## config.mk

```make
export PLATFORM = sky130hd
export DESIGN_NAME = sliding_window_call_guard_core
export DESIGN_NICKNAME = d
export VERILOG_FILES = /design/src/hdl/swcg_pkg.sv /design/src/hdl/sliding_window_call_guard.sv /design/src/hdl/swcg_ram.sv
export SDC_FILE = /design/constraint.sdc
export NUM_CORES = 1
export LEC_CHECK = 0
export BUFFER_PORTS_ARGS = -buffer_cell sky130_fd_sc_hd__buf_2
export CORE_AREA = 2 2 206 410
export CTS_BUF_LIST = sky130_fd_sc_hd__clkbuf_4
export DETAILED_ROUTE_END_ITERATION = 6
export DIE_AREA = 0 0 208 412
export GPL_ROUTABILITY_DRIVEN = 1
export SYNTH_ARGS = -nofsm -noshare
export SYNTH_HDL_FRONTEND = slang
export SYNTH_SLANG_ARGS = --single-unit
export TNS_END_PERCENT = 30
```

## constraint.sdc

```tcl
create_clock -name i_clk -period 5.7 [get_ports i_clk]
set_input_delay 0.285 -clock i_clk [delete_from_list [all_inputs] [get_ports i_clk]]
set_output_delay 0.285 -clock i_clk [all_outputs]
set_load 0.01 [all_outputs]
```

## src/hdl/swcg_pkg.sv

```systemverilog
`default_nettype none

package swcg_pkg;

    localparam int KIND_W     = 1;
    localparam int TOOL_W     = 3;
    localparam int LEN_W      = 24;
    localparam int TIME_W     = 32;
    localparam int VERDICT_W  = 3;
    localparam int CALLS_W    = 4;
    localparam int MASK_W     = 8;
    localparam int WINDOW_W   = 16;
    localparam int CFG_IDX_W  = 2;
    localparam int CFG_DATA_W = 24;

    typedef logic [KIND_W-1:0]     t_kind;
    typedef logic [TOOL_W-1:0]     t_tool;
    typedef logic [LEN_W-1:0]      t_len;
    typedef logic [TIME_W-1:0]     t_time;
    typedef logic [VERDICT_W-1:0]  t_verdict;
    typedef logic [CALLS_W-1:0]    t_calls;
    typedef logic [MASK_W-1:0]     t_mask;
    typedef logic [WINDOW_W-1:0]   t_window;
    typedef logic [CFG_IDX_W-1:0]  t_cfg_idx;
    typedef logic [CFG_DATA_W-1:0] t_cfg_data;

    localparam t_kind KIND_CHECK  = 1'b0;
    localparam t_kind KIND_RECORD = 1'b1;

    localparam t_verdict V_ALLOW     = 3'd0;
    localparam t_verdict V_BAD_NAME  = 3'd1;
    localparam t_verdict V_DISABLED  = 3'd2;
    localparam t_verdict V_TOO_LARGE = 3'd3;
    localparam t_verdict V_RATE      = 3'd4;

    localparam t_cfg_idx CFG_ENABLE_MASK = 2'd0;
    localparam t_cfg_idx CFG_MAX_LENGTH  = 2'd1;
    localparam t_cfg_idx CFG_WINDOW      = 2'd2;

    localparam t_mask   RST_ENABLE_MASK = 8'hFF;
    localparam t_len    RST_MAX_LENGTH  = 24'd4096;
    localparam t_window RST_WINDOW      = 16'd60;

endpackage

`default_nettype wire

```

## src/hdl/sliding_window_call_guard.sv

```systemverilog
`default_nettype none

// Tool call guard with a per-tool sliding-window log of call timestamps.
// A record item is taken while the guard is idle and writes its time into
// the tool's ring; it yields no result. A check item that is denied early
// (no name, disabled, input too large) or that names a tool without rate
// limiting goes from idle straight to the done state. A check on a
// rate-limited tool passes through the read state and, unless the ring is
// empty, the compare state, where the expiry walk reads one stamp per
// cycle, until one is in the window or none is live, from the stamp
// RAM's single read port. Input is not ready while a check is in work; a
// finished result waits in the output register while the next item is
// taken. Configuration is always ready. The stamp RAM needs no clearing
// pass after reset, since only stamps written since reset are ever live.
module sliding_window_call_guard_core #(
    parameter int RING_SLOTS    = 8,
    parameter int LIMITED_TOOLS = 3,
    parameter int TOOL_IDS      = 8
) (
    input  wire logic                  i_clk,
    input  wire logic                  i_rst_n,
    input  wire logic                  i_cfg_valid,
    output logic                       o_cfg_ready,
    input  wire swcg_pkg::t_cfg_idx    i_cfg_index,
    input  wire swcg_pkg::t_cfg_data   i_cfg_data,
    input  wire logic                  i_in_valid,
    output logic                       o_in_ready,
    input  wire swcg_pkg::t_kind       i_kind,
    input  wire swcg_pkg::t_tool       i_tool_id,
    input  wire logic                  i_name_present,
    input  wire swcg_pkg::t_len        i_input_length,
    input  wire swcg_pkg::t_time       i_now_seconds,
    output logic                       o_out_valid,
    input  wire logic                  i_out_ready,
    output swcg_pkg::t_verdict         o_verdict,
    output swcg_pkg::t_calls           o_calls_in_window
);

    import swcg_pkg::*;

    localparam int HW        = (RING_SLOTS > 1) ? $clog2(RING_SLOTS) : 1;
    localparam int CW        = $clog2(RING_SLOTS + 1);
    localparam int SW        = CW + 1;
    localparam int TW        = (LIMITED_TOOLS > 1) ? $clog2(LIMITED_TOOLS) : 1;
    localparam int RAM_DEPTH = LIMITED_TOOLS * RING_SLOTS;
    localparam int RAW       = (RAM_DEPTH > 1) ? $clog2(RAM_DEPTH) : 1;

    localparam logic [1:0] S_IDLE = 2'd0;
    localparam logic [1:0] S_RD   = 2'd1;
    localparam logic [1:0] S_CMP  = 2'd2;
    localparam logic [1:0] S_DONE = 2'd3;

    logic [1:0]    r_state, n_state;
    t_mask         r_enable_mask;
    t_len          r_max_length;
    t_window       r_window;
    logic [HW-1:0] r_head [0:LIMITED_TOOLS-1];
    logic [HW-1:0] n_head [0:LIMITED_TOOLS-1];
    logic [CW-1:0] r_live [0:LIMITED_TOOLS-1];
    logic [CW-1:0] n_live [0:LIMITED_TOOLS-1];
    t_tool         r_tool, n_tool;
    t_time         r_now, n_now;
    logic [HW-1:0] r_slot, n_slot;
    t_verdict      r_verdict, n_verdict;
    logic [CW-1:0] r_count, n_count;
    logic          r_out_valid, n_out_valid;
    t_verdict      r_out_verdict, n_out_verdict;
    t_calls        r_out_calls, n_out_calls;

    logic           in_fire;
    logic           in_limited;
    logic           in_enabled;
    logic [TW-1:0]  in_tidx;
    logic [TW-1:0]  cur_tidx;
    logic [CW-1:0]  cur_live;
    logic [SW-1:0]  oldest_sum;
    logic [HW-1:0]  oldest_slot;
    logic [HW-1:0]  next_slot;
    t_time          age;
    logic           wr_en;
    logic [RAW-1:0] wr_addr;
    logic [RAW-1:0] rd_addr;
    t_time          rd_data;

    function automatic logic [RAW-1:0] ring_addr(input logic [TW-1:0] tidx,
                                                 input logic [HW-1:0] slot);
        ring_addr = RAW'(int'(tidx) * RING_SLOTS + int'(slot));
    endfunction

    assign o_cfg_ready       = 1'b1;
    assign o_in_ready        = (r_state == S_IDLE);
    assign o_out_valid       = r_out_valid;
    assign o_verdict         = r_out_verdict;
    assign o_calls_in_window = r_out_calls;

    assign in_fire    = i_in_valid && o_in_ready;
    assign in_tidx    = i_tool_id[TW-1:0];
    assign in_limited = ({1'b0, i_tool_id} < 4'(LIMITED_TOOLS));
    assign in_enabled = ({3'b000, i_tool_id} < 6'(TOOL_IDS)) && r_enable_mask[i_tool_id];

    assign cur_tidx   = r_tool[TW-1:0];
    assign cur_live   = r_live[cur_tidx];
    assign oldest_sum = SW'(r_head[cur_tidx]) + SW'(RING_SLOTS) - SW'(cur_live);
    assign oldest_slot = (oldest_sum >= SW'(RING_SLOTS)) ?
                         HW'(oldest_sum - SW'(RING_SLOTS)) : HW'(oldest_sum);
    assign next_slot  = (r_slot == HW'(RING_SLOTS - 1)) ? '0 : r_slot + 1'b1;
    assign age        = r_now - rd_data;

    assign wr_en   = in_fire && (i_kind == KIND_RECORD) && in_limited;
    assign wr_addr = ring_addr(in_tidx, r_head[in_tidx]);

    swcg_ram #(
        .WIDTH (TIME_W),
        .DEPTH (RAM_DEPTH)
    ) u_stamp_ram (
        .i_clk     (i_clk),
        .i_wr_en   (wr_en),
        .i_wr_addr (wr_addr),
        .i_wr_data (i_now_seconds),
        .i_rd_addr (rd_addr),
        .o_rd_data (rd_data)
    );

    always_comb begin
        n_state       = r_state;
        n_head        = r_head;
        n_live        = r_live;
        n_tool        = r_tool;
        n_now         = r_now;
        n_slot        = r_slot;
        n_verdict     = r_verdict;
        n_count       = r_count;
        n_out_valid   = r_out_valid;
        n_out_verdict = r_out_verdict;
        n_out_calls   = r_out_calls;
        rd_addr       = ring_addr(cur_tidx, oldest_slot);

        if (r_out_valid && i_out_ready) begin
            n_out_valid = 1'b0;
        end

        unique case (r_state)
            S_IDLE: begin
                if (in_fire) begin
                    if (i_kind == KIND_RECORD) begin
                        if (in_limited) begin
                            n_head[in_tidx] = (r_head[in_tidx] == HW'(RING_SLOTS - 1)) ?
                                              '0 : r_head[in_tidx] + 1'b1;
                            if (r_live[in_tidx] < CW'(RING_SLOTS)) begin
                                n_live[in_tidx] = r_live[in_tidx] + 1'b1;
                            end
                        end
                    end else begin
                        n_tool  = i_tool_id;
                        n_now   = i_now_seconds;
                        n_count = '0;
                        n_state = S_DONE;
                        priority if (!i_name_present) begin
                            n_verdict = V_BAD_NAME;
                        end else if (!in_enabled) begin
                            n_verdict = V_DISABLED;
                        end else if (i_input_length > r_max_length) begin
                            n_verdict = V_TOO_LARGE;
                        end else if (in_limited) begin
                            n_state = S_RD;
                        end else begin
                            n_verdict = V_ALLOW;
                        end
                    end
                end
            end
            S_RD: begin
                if (cur_live == '0) begin
                    n_verdict = V_ALLOW;
                    n_count   = '0;
                    n_state   = S_DONE;
                end else begin
                    n_slot  = oldest_slot;
                    n_state = S_CMP;
                end
            end
            S_CMP: begin
                rd_addr = ring_addr(cur_tidx, next_slot);
                if (age > TIME_W'(r_window)) begin
                    n_live[cur_tidx] = cur_live - 1'b1;
                    if (cur_live == CW'(1)) begin
                        n_verdict = V_ALLOW;
                        n_count   = '0;
                        n_state   = S_DONE;
                    end else begin
                        n_slot = next_slot;
                    end
                end else begin
                    n_count   = cur_live;
                    n_verdict = (cur_live >= CW'(RING_SLOTS)) ? V_RATE : V_ALLOW;
                    n_state   = S_DONE;
                end
            end
            S_DONE: begin
                if (!r_out_valid || i_out_ready) begin
                    n_out_valid   = 1'b1;
                    n_out_verdict = r_verdict;
                    n_out_calls   = CALLS_W'(r_count);
                    n_state       = S_IDLE;
                end
            end
            default: begin
                n_state = S_IDLE;
            end
        endcase
    end

    always_ff @(posedge i_clk) begin
        if (!i_rst_n) begin
            r_state       <= S_IDLE;
            r_out_valid   <= 1'b0;
            r_enable_mask <= RST_ENABLE_MASK;
            r_max_length  <= RST_MAX_LENGTH;
            r_window      <= RST_WINDOW;
            for (int t = 0; t < LIMITED_TOOLS; t++) begin
                r_head[t] <= '0;
                r_live[t] <= '0;
            end
        end else begin
            r_state     <= n_state;
            r_out_valid <= n_out_valid;
            r_head      <= n_head;
            r_live      <= n_live;
            if (i_cfg_valid && o_cfg_ready) begin
                unique case (i_cfg_index)
                    CFG_ENABLE_MASK: r_enable_mask <= i_cfg_data[MASK_W-1:0];
                    CFG_MAX_LENGTH:  r_max_length  <= i_cfg_data[LEN_W-1:0];
                    CFG_WINDOW:      r_window      <= i_cfg_data[WINDOW_W-1:0];
                    default: begin
                    end
                endcase
            end
        end
    end

    always_ff @(posedge i_clk) begin
        r_tool        <= n_tool;
        r_now         <= n_now;
        r_slot        <= n_slot;
        r_verdict     <= n_verdict;
        r_count       <= n_count;
        r_out_verdict <= n_out_verdict;
        r_out_calls   <= n_out_calls;
    end

`ifndef NO_ASSERTIONS
    a_rate_full: assert property (@(posedge i_clk) disable iff (!i_rst_n)
        (o_out_valid && o_verdict == V_RATE) |-> (o_calls_in_window == CALLS_W'(RING_SLOTS)))
        else $error("rate-limited verdict without a full ring");

    a_early_zero: assert property (@(posedge i_clk) disable iff (!i_rst_n)
        (o_out_valid && (o_verdict == V_BAD_NAME || o_verdict == V_DISABLED ||
                         o_verdict == V_TOO_LARGE)) |-> (o_calls_in_window == '0))
        else $error("early denial reports live calls");

    a_live_bound: assert property (@(posedge i_clk) disable iff (!i_rst_n)
        (r_state != S_IDLE) |-> (cur_live <= CW'(RING_SLOTS)))
        else $error("live count beyond ring size");

    a_walk_nonempty: assert property (@(posedge i_clk) disable iff (!i_rst_n)
        (r_state == S_CMP) |-> (cur_live != '0))
        else $error("expiry walk on an empty ring");

    a_done_to_idle: assert property (@(posedge i_clk) disable iff (!i_rst_n)
        (r_state == S_DONE && (!r_out_valid || i_out_ready)) |=>
        (o_out_valid && r_state == S_IDLE))
        else $error("finished result not loaded");
`endif

endmodule

`default_nettype wire

```

## src/hdl/swcg_ram.sv

```systemverilog
`default_nettype none

module swcg_ram #(
    parameter int WIDTH = 32,
    parameter int DEPTH = 24,
    parameter int AW    = (DEPTH > 1) ? $clog2(DEPTH) : 1
) (
    input  wire logic             i_clk,
    input  wire logic             i_wr_en,
    input  wire logic [AW-1:0]    i_wr_addr,
    input  wire logic [WIDTH-1:0] i_wr_data,
    input  wire logic [AW-1:0]    i_rd_addr,
    output logic      [WIDTH-1:0] o_rd_data
);

    logic [WIDTH-1:0] r_mem [0:DEPTH-1];

    always_ff @(posedge i_clk) begin
        if (i_wr_en) begin
            r_mem[i_wr_addr] <= i_wr_data;
        end
        o_rd_data <= r_mem[i_rd_addr];
    end

endmodule

`default_nettype wire

```

# Word level (Yosys, flattened, before mapping)
# Memories as Yosys holds them, arrays and structs flattened. A register that Yosys moved wholly into a read port is not among the register bits.
# Cells that the tools add are included.
word_totals:
  register_bits: 123
  ramBits: 768
  inputBits: 92
  n_memories: 1
op_classes:
  n_addsub: 11
  n_lt_le_gt_ge: 11
  eq_ne: 20
  mux: 70
  bitwise_logic: 3
  n_reduce_logical: 25
mem_list:
  columns: ["name", "words", "word_bits", "rd", "rd_ports_with_merged_regs", "wr", "line_no", "text"]
  rows:
  - ["u_stamp_ram.r_mem", 24, 32, 1, 1, 1, "swcg_ram.sv:16", "logic [WIDTH-1:0] r_mem [0:DEPTH-1];"]
ops:
  columns: ["cell", "count"]
  rows:
  - ["2-to-1 mux 3 bit", 21]
  - ["2-to-1 mux 12 bit", 5]
  - ["2-to-1 mux 4 bit", 11]
  - ["greater-than comparator 32 x 16 -> 1 bit", 1]
  - ["subtractor 32 bit", 1]
  - ["bitwise mux 12 bit", 2]
  - ["greater-than comparator 24 bit", 1]
  - ["one-hot mux 12 bit (2 select lines)", 1]
  - ["2-to-1 mux 2 bit", 9]
  - ["binary-select mux 4 bit (select 2 bit)", 2]
  - ["demux 4 bit (select 2 bit)", 2]
  - ["adder 5 x 3 -> 5 bit", 3]
  - ["binary-select mux 3 bit (select 2 bit)", 2]
  - ["!= test 2 bit (second input constant)", 6]
  - ["one-hot mux 4 bit (3 select lines)", 1]
  - ["AND reduction 4 bit", 3]
  - ["AND reduction 6 bit", 2]
  - ["bitwise mux 9 bit", 1]
  - ["one-hot mux 3 bit (3 select lines)", 1]
  - ["!= test 2 x 1 -> 1 bit (second input constant)", 4]
  - ["one-hot mux 2 bit (4 select lines)", 1]
  - ["AND reduction 2 bit", 4]
  - ["2-to-1 mux 1 bit", 7]
  - ["adder 3 x 1 -> 3 bit (second input constant)", 2]
  - ["other kinds (33)", 47]

# Depth between registers and ports, before layout
# Gate-level depths: netlist of run 1.
depth:
  word_depth: 11
  ltp_mapped: 20
  depth_no_buf: 20

# Hierarchy
# Synthesis of run 1 repeated with hierarchy kept, for this count alone.
hier_totals:
  cells_unflattened: 2540
  hier_area_um2: 38775.9
modules_own_cells:
  columns: ["mod", "n_inst", "cells_each", "area_per_inst_um2", "seq_area_each_um2"]
  rows:
  - ["swcg_ram", 1, 1543, 30282.8, 23702.7]
  - ["sliding_window_call_guard_core", 1, 997, 8493.1, 2972.9]

# Worst setup path after synthesis of run 1
# Ideal clock, no wire load.
synth_timing:
  path_type: "reg-to-reg"
  from: "register r_now[9]"
  to: "register r_verdict[0], enable pin"
  setup_ns: 0.302
  t_arrival_ns: 4.267
  slack_ns: 1.131
  path_stages_with_launch: 19
  n_path_buf: 1
  synth_period_minus_slack_ns: 4.569
  cell_sequence: "edfxtp_1 ha_1 clkbuf_1 nand2_1 a211oi_1 o21a_1 nor2_1 o31ai_1 xor2_1 ha_1 and4_1 a221o_1 a211oi_1 o2111ai_1 a311o_1 a2111oi_4 a21oi_2 nor2_1 o21a_1"
synth_via:
  elab_chain_cells: 4
synth_rtl:
  columns: ["element", "line_no", "text"]
  rows:
  - ["start: declaration", "sliding_window_call_guard.sv:62", "t_time r_now, n_now;"]
  - ["start signal: assignment", "sliding_window_call_guard.sv:243", "r_now <= n_now;"]
  - ["subtractor 32 bit", "sliding_window_call_guard.sv:107", "assign age = r_now - rd_data;"]
  - ["greater-than comparator 32 x 16 -> 1 bit", "sliding_window_call_guard.sv:184", "if (age > TIME_W'(r_window)) begin"]
  - ["!= test 3 bit (no source line)", null, null]
  - ["AND reduction 6 bit (no source line)", null, null]
  - ["end signal: assignment", "sliding_window_call_guard.sv:245", "r_verdict <= n_verdict;"]
  - ["end: declaration", "sliding_window_call_guard.sv:64", "t_verdict r_verdict, n_verdict;"]
# Every way passes these cells.
# A chain may end at the register's enable or synchronous reset.

# Worst setup path in the final report of run 1
layout_timing:
  from: "register r_now[0]"
  to: "register r_verdict[0], enable pin"
# The elaborated chain is that of the path after synthesis.

==> key figures, run 1 <==
Outcome
  – Outcome: finished with violations
  – Failing checks: design-rule violations

Worst setup path
  – Crit path DAT: 6.14 ns
  – CP Max Fanout: 5
  – CP Data Required Time: 6.48 ns
  – R2R setup slack: 0.34 ns
  – R2r startpoint: r_now[0]
  – Worst R2R Path Depth: 18
  – Crit path capture type: flop
  – Worst R2R End: r_verdict[0]
  – Worst setup SP type: flop
  – Crit Path Category: reg2reg

Die
  – Die area: 85700 um^2
  – Die Width: 208 um
  – # IOs: 102
  – Row count: 149
  – Die Span Y: 412 um
  – Starting Density: 0.477
  – Area of the core: 82400 um^2

Clock network
  – CTS tree: built
  – Total CTS buffers: 198
  – CTS max path bufs: 3
  – Clk Tree Root Cell: clkbuf_4
  – Clk Latency, worst-skew pair: 1.08 ns
  – CTS clock-pin slew for the worst setup and hold paths: 0.06 ns
  – Post-CTS Setup Bufs: 0
  – H-tree depth: 4
  – Clock Sink Count: 923

Timing
  – Unrepaired setup endpoints after global routing: false
  – Slew HR: 0.156
  – Worst Tran Pin Value: 1.27 ns
  – Final WS setup: 0.339 ns
  – Final min period: 5.36 ns
  – Final period utilization: 0.941
  – Skew final: 0.0419 ns
  – Setup-failing EPs final: 0
  – Slew Limit Fails: 0
  – TNS Setup: 0 ns
  – Maximum achievable frequency: 187 MHz
  – Final hold vios: 0
  – Hold Worst Slack: 0.113 ns

Place
  – RePlAce Congestion: 0.901
  – Count of buffers from port buffering: 100
  – Place WS: 0.274 ns
  – Post-DP HPWL: 65900 um

Worst hold path
  – Hold Path End: r_verdict[1]
  – Min-delay src: i_name_present
  – Hold WC Path Type: in2reg
  – Hold depth: 3

Routing
  – Vias per cell: 5.86
  – WL final: 117000 um
  – 1st-iter DRT viols: 2277
  – Highest Signal Layer: met4
  – Routed wl met3: 6770 um
  – Met2 WL: 62100 um
  – Drt wl/cell: 24.3 um
  – M1 WL: 42000 um
  – Antenna violation net count after detailed routing: 0
  – Vias: 28000
  – 1st-pass router iterations: 7
  – # DRC: 1

Final layout
  – Fillers: 7056
  – Syn-to-layout area delta: 14.1%
  – Final #Nets: 3748
  – Ratio of cells with drive above 1 in the final layout: 0.142

Power
  – Worst vdd ir: 396 uV
  – LEAKAGE: 16.1 nW
  – Power Dens Cells: 418 nW/um^2

Synth
  – Top FF cell, synth: edfxtp_1
  – Commonest cells in the netlist: nand2_1, edfxtp_1, and3_1
  – Distinct cells, synth: 75
  – Top cell type by total area after synthesis: edfxtp_1
  – Cells after synthesis: 3299
  – Sequential share of the synthesized area: 0.678
  – Top-count cell post-synth: nand2_1
  – Ys async rst share: 0
  – Mapped Avg Cell Area: 11.9 um^2
  – Mapped Nets: 3479
  – Post-synth EDFFs: 819
  – Yosys top cell area share: 0.625
  – Yosys warns: 0
  – Syn Std Cell Area: 39300 um^2
  – Top post-synthesis cells by area: edfxtp_1, nand2_1, dfxtp_1
  – Yosys reg bits: 923

Global route
  – Vias in the first global route: 28500
  – First-pass GRT wire length: 172000 um
  – GRT Total Usage: 0.271
  – Gr ovfl total: 0
  – Initial antenna violation count: 2
  – Pin count of the biggest net entering global routing: 203

Job
  – Max Cap Viol: 0
-- registers in the layout, summed over array words and instances (netlist names) --
name	cells
r_max_length	24
u_stamp_ram.r_mem	768
r_enable_mask	8
r_tool	2
r_verdict	3
r_window	16
r_live	12
r_slot	3
r_count	4
r_head	9
r_state	2
o_out_valid	1
u_stamp_ram.o_rd_data	32
r_now	32
o_verdict	3
o_calls_in_window	4
-- report_power, final --
group / internal (mW) / switching [mW] / leakage (nW)
clock: 2.46 / 2.50 / 1.52
combinational: 2.10 / 4.00 / 6.38
sequential: 7.61 / 0.0934 / 8.23
total: 12.2 / 6.59 / 16.1
-- logic make-up (layout without fill, tap and decap cells) --
kind of cell	Yosys count	count (layout)	synth area share
buffers and inverters	297	723	0.0289
other	1	8	0.0000954
multiplexers	32	32	0.00881
AO/OA/AOI/OAI	541	541	0.0958
AND/OR/NAND/NOR	1393	1393	0.154
adder cells (fa/ha/maj)	88	88	0.0284
XOR/XNOR	24	24	0.00554
flip-flops	923	923	0.678
-- cell type report --
class	count	area (um^2)	share of cell area
sequential	923	26700	0.595
multi-input combinational	2079	11700	0.261
clock buffer	302	2270	0.0505
timing repair buffer	268	2210	0.0493
tap	1057	1320	0.0295
inverter	98	382	0.00851
clock inverter	55	253	0.00563
antenna	7	17.5	0.000390
-- layer usage --
metal / track usage / up-vias
met2: 0.495 / 1122
li1: - / 12700
met1: 0.299 / 13900
met5: 0 / -
met4: 0.144 / 0
met3: 0.0462 / 315
-- metrics by stage --
stage / utilization / power, mW / cell area, um^2 / instances
after global placement: 0.500 / 13.7 / 41200 / 4315
after floorplan: - / 11.9 / 39300 / 3299
final: 0.544 / 18.8 / 44900 / 4789
after detailed placement: 0.500 / 13.8 / 41200 / 4315
after global routing: 0.544 / 19.8 / 44800 / 4784
after CTS: 0.544 / 18.9 / 44800 / 4782
-- worst max-delay path: stages (launching register included) --
cell and delay [ns]:
edfxtp_1 0.33, inv_1 0.04, ha_1 0.21, fa_1 0.42, nand2b_1 0.19, a21oi_1 0.33, o21ai_0 0.33, nand2_1 0.17
xor2_1 0.18, ha_1 0.25, and4_1 0.22, a221o_1 0.36, a211oi_1 0.21, o2111ai_1 0.15, a311o_1 0.33, a2111oi_4 0.59
a21oi_2 0.17, nor2_1 0.38, o21a_1 0.24
-- worst max path at each step --
stage	from	slack, ns	endpoint	cells past startpoint
3_5_place_dp	r_now[0]	0.27	r_verdict[1]	18
6_report	r_now[0]	0.34	r_verdict[0]	18
4_1_cts	r_now[0]	0.26	r_verdict[0]	18
5_1_grt	r_now[0]	0.03	r_verdict[0]	18
3_3_place_gp	r_now[0]	0.37	r_verdict[0]	18
2_1_floorplan	r_now[9]	1.13	r_verdict[0]	18
-- placed cells by master (no fill, tap or decap), types with 14 or more instances in the layout --
master and instances:
nand3_1 60, edfxtp_1 819, a311oi_1 194, a21oi_1 103, mux2i_1 28, dlygate4sd3_1 110, buf_12 14, buf_2 100
nor2_4 18, a21o_1 14, and3_1 200, nand2_1 969, nand4_1 18, clkbuf_4 302, buf_4 44, ha_1 86
o21ai_0 135, inv_1 93, nor2_1 45, nor3_1 22, dfxtp_1 104, o211ai_1 17, clkinv_1 41
-- repair_timing --
item / 4_1_cts / 5_1_grt
resized for setup: 0 / 0
endpoints found under the hold margin: 922 / 0
endpoints found under the setup margin: 0 / 3
hold buffers: 110 / 0
Power figures use the tool's default switching activity.
==> run 2, diff against run 1 <==
--- a/config.mk
+++ b/config.mk
@@ -6,10 +6,10 @@
 export NUM_CORES = 1
 export LEC_CHECK = 0
 export BUFFER_PORTS_ARGS = -buffer_cell sky130_fd_sc_hd__buf_2
-export CORE_AREA = 2 2 206 410
+export CORE_AREA = 10 10 214 418
 export CTS_BUF_LIST = sky130_fd_sc_hd__clkbuf_4
 export DETAILED_ROUTE_END_ITERATION = 6
-export DIE_AREA = 0 0 208 412
+export DIE_AREA = 0 0 224 428
 export GPL_ROUTABILITY_DRIVEN = 1
 export SYNTH_ARGS = -nofsm -noshare
 export SYNTH_HDL_FRONTEND = slang
==> constraint.sdc (replaced) <==
create_clock -name i_clk -period 6.2 [get_ports i_clk]
set_input_delay 0.31 -clock i_clk [delete_from_list [all_inputs] [get_ports i_clk]]
set_output_delay 0.31 -clock i_clk [all_outputs]
set_load 0.01 [all_outputs]
==> run 2 against run 1 <==
  * The flow now finishes without violations
  * Clock skew increased by 0.012 ns
  * Core utilization shrank 0.48 points
  * Die area up 12%
  * Clock-buffer cell count unchanged
==> key figures, run 2 (synthesized netlist as in run 1, its figures left out) <==
Outcome
  – Outcome: complete, no violations

Worst setup path
  – Crit path capture type: flop
  – Crit-path cells: inv_1 -> ha_1 -> fa_1 -> nand2b_1 -> a21oi_1 -> o21ai_0 -> nand2_1 -> xor2_1 -> ha_1 -> and4_1 -> a221o_1 -> a211oi_1 -> o2111ai_1 -> a311o_1 -> a2111oi_4 -> a21oi_2 -> nor2_1 -> o21a_1
  – Crit path DAT: 6.21 ns
  – Worst path slowest cell: a2111oi_4
  – Crit Path Category: reg2reg
  – CP Data Required Time: 6.91 ns
  – Worst path max stage delay: 0.63 ns
  – Worst setup SP type: flop
  – CP Max Fanout: 5
  – Top cell by count, worst path: ha_1

Clock network
  – CTS tree: built
  – H-tree depth: 4
  – Clk Tree Root Cell: clkbuf_4
  – Clock Sink Count: 923
  – Post-CTS Setup Bufs: 0
  – Total CTS buffers: 197
  – Clk Latency, worst-skew pair: 1.05 ns
  – CTS max path bufs: 3
  – CTS clock-pin slew for the worst setup and hold paths: 0.09 ns

Routing
  – Antenna violation net count after detailed routing: 0
  – Vias per cell: 5.89
  – WL final: 115000 um
  – 1st-pass router iterations: 5
  – Drt wl/cell: 24.1 um
  – Vias: 28000
  – 1st-iter DRT viols: 2311
  – # DRC: 0

Global route
  – Vias in the first global route: 28200
  – GR Layer Usage met2: 0.418
  – Pin count of the biggest net entering global routing: 186
  – First-pass GRT wire length: 170000 um
  – Initial antenna violation count: 5
  – Gr ovfl total: 0
  – GR Util met1: 0.259
  – GRT Total Usage: 0.233
  – GR Util met3: 0.0376
  – Busiest grt layer: met2

Power
  – LEAKAGE: 16.0 nW
  – Cell internal pwr: 11.2 mW
  – Post-layout power: 17.3 mW
  – Switch share: 0.350
  – Clock power frac: 0.267
  – Sequential share of power: 0.410
  – Power Dens Cells: 387 nW/um^2
  – Net Sw Power: 6.04 mW
  – Worst vdd ir: 269 uV
  – Combinational Power Share: 0.322

Timing
  – Skew final: 0.0541 ns
  – Final WS setup: 0.696 ns
  – Slew HR: 0.184
  – Final min period: 5.50 ns
  – Setup-failing EPs final: 0
  – Final period utilization: 0.888
  – TNS Setup: 0 ns
  – Hold Worst Slack: 0.110 ns
  – Unrepaired setup endpoints after global routing: false
  – Final hold vios: 0
  – Slew Limit Fails: 0
  – Worst Tran Pin Value: 1.22 ns
  – Maximum achievable frequency: 182 MHz

Final layout
  – Leading cell type in the layout, fill and taps excluded: nand2_1
  – Largest regs: u_stamp_ram.r_mem (768), r_now (32), u_stamp_ram.o_rd_data (32)
  – Design area: 44600 um^2
  – Post-Layout Cell Count: 4758
  – Reg with most FFs: u_stamp_ram.r_mem
  – Ratio of cells with drive above 1 in the final layout: 0.140
  – Syn-to-layout area delta: 13.3%
  – Final #Nets: 3714
  – Fin util: 0.540
  – Largest register FFs: 768
  – Most frequent cells in the layout: nand2_1, edfxtp_1, clkbuf_4, and3_1, a311oi_1

Die
  – # IOs: 102
  – Die Span Y: 428 um
  – Row count: 149
  – Area of the core: 82600 um^2
  – Die area: 95900 um^2
  – Die Width: 224 um
  – Starting Density: 0.476

Place
  – Count of buffers from port buffering: 100
  – Post-DP HPWL: 64000 um
  – Place WS: 0.750 ns
  – RePlAce Congestion: 0.899
  – Placed cell count: 4305
  – Placed Area: 41100 um^2

Worst hold path
  – Hold WC Path Type: in2reg

Job
  – Max Cap Viol: 0
==> run 2: cell count changes in the layout (fill, tap and decap cells not counted), sizes merged <==
| cell | delta |
|---|---|
| buf | -10 |
| clkinvlp | +1 |
| clkinv | +2 |
| dlygate4sd3 | -23 |
| bufinv | +1 |
| diode | -2 |
==> run 2: area by class of cell <==
cell class / instances / area (um^2)
repair buffers: 235 / 1870
multi-input cells: 2079 / 11700
clock inverters: 59 / 293
inverters: 98 / 385
well taps: 1057 / 1320
diodes: 5 / 12.5
clock buffers: 302 / 2270
flip-flops and latches: 923 / 26700
fillers: 7004 / 38000
==> run 2: worst paths after layout <==
path	slack, ns	depth (start not counted)	startpoint	endpoint
setup reg to reg	0.70	18	r_now[0]	r_verdict[1]
hold / removal	0.11	4	i_cfg_data[5]	r_enable_mask[5]
hold reg to reg	0.43	0	r_verdict[0]	o_verdict[0]
setup / recovery	0.70	18	r_now[0]	r_verdict[1]
==> run 2: power by group through the flow <==
stage | Clock, mW | Combinational [mW] | Sequential (mW)
2_1_floorplan | 0 | 3.78 | 7.19
3_3_place_gp | 0 | 5.38 | 7.22
3_5_place_dp | 0 | 5.47 | 7.22
4_1_cts | 4.73 | 5.55 | 7.09
5_1_grt | 5.01 | 6.10 | 7.10
6_report | 4.61 | 5.56 | 7.09
==> run 2: repair_timing <==
item | 4_1_cts | 5_1_grt
hold buffers | 87 | 0
endpoints found under the setup margin | 0 | 0
gates resized for setup | 0 | 0
endpoints found under the hold margin | 921 | 0
==> run 2: worst max-delay path, delay by kind of cell, from the launching register on <==
family / cells / cell delay [ns]
AOI/OAI and AO/OA: 9 / 2.82
and+or+nand+nor: 4 / 0.97
buffers and inverters: 1 / 0.04
xor gates and xnor gates: 1 / 0.17
DFF: 1 / 0.33
adders and majority gates: 3 / 0.87
==> run 2: per-layer routing <==
layer | up-vias | part of all wire
met5 | - | 0
met2 | 1105 | 0.52
met1 | 13900 | 0.37
li1 | 12700 | -
met4 | 0 | 0.049
met3 | 292 | 0.057
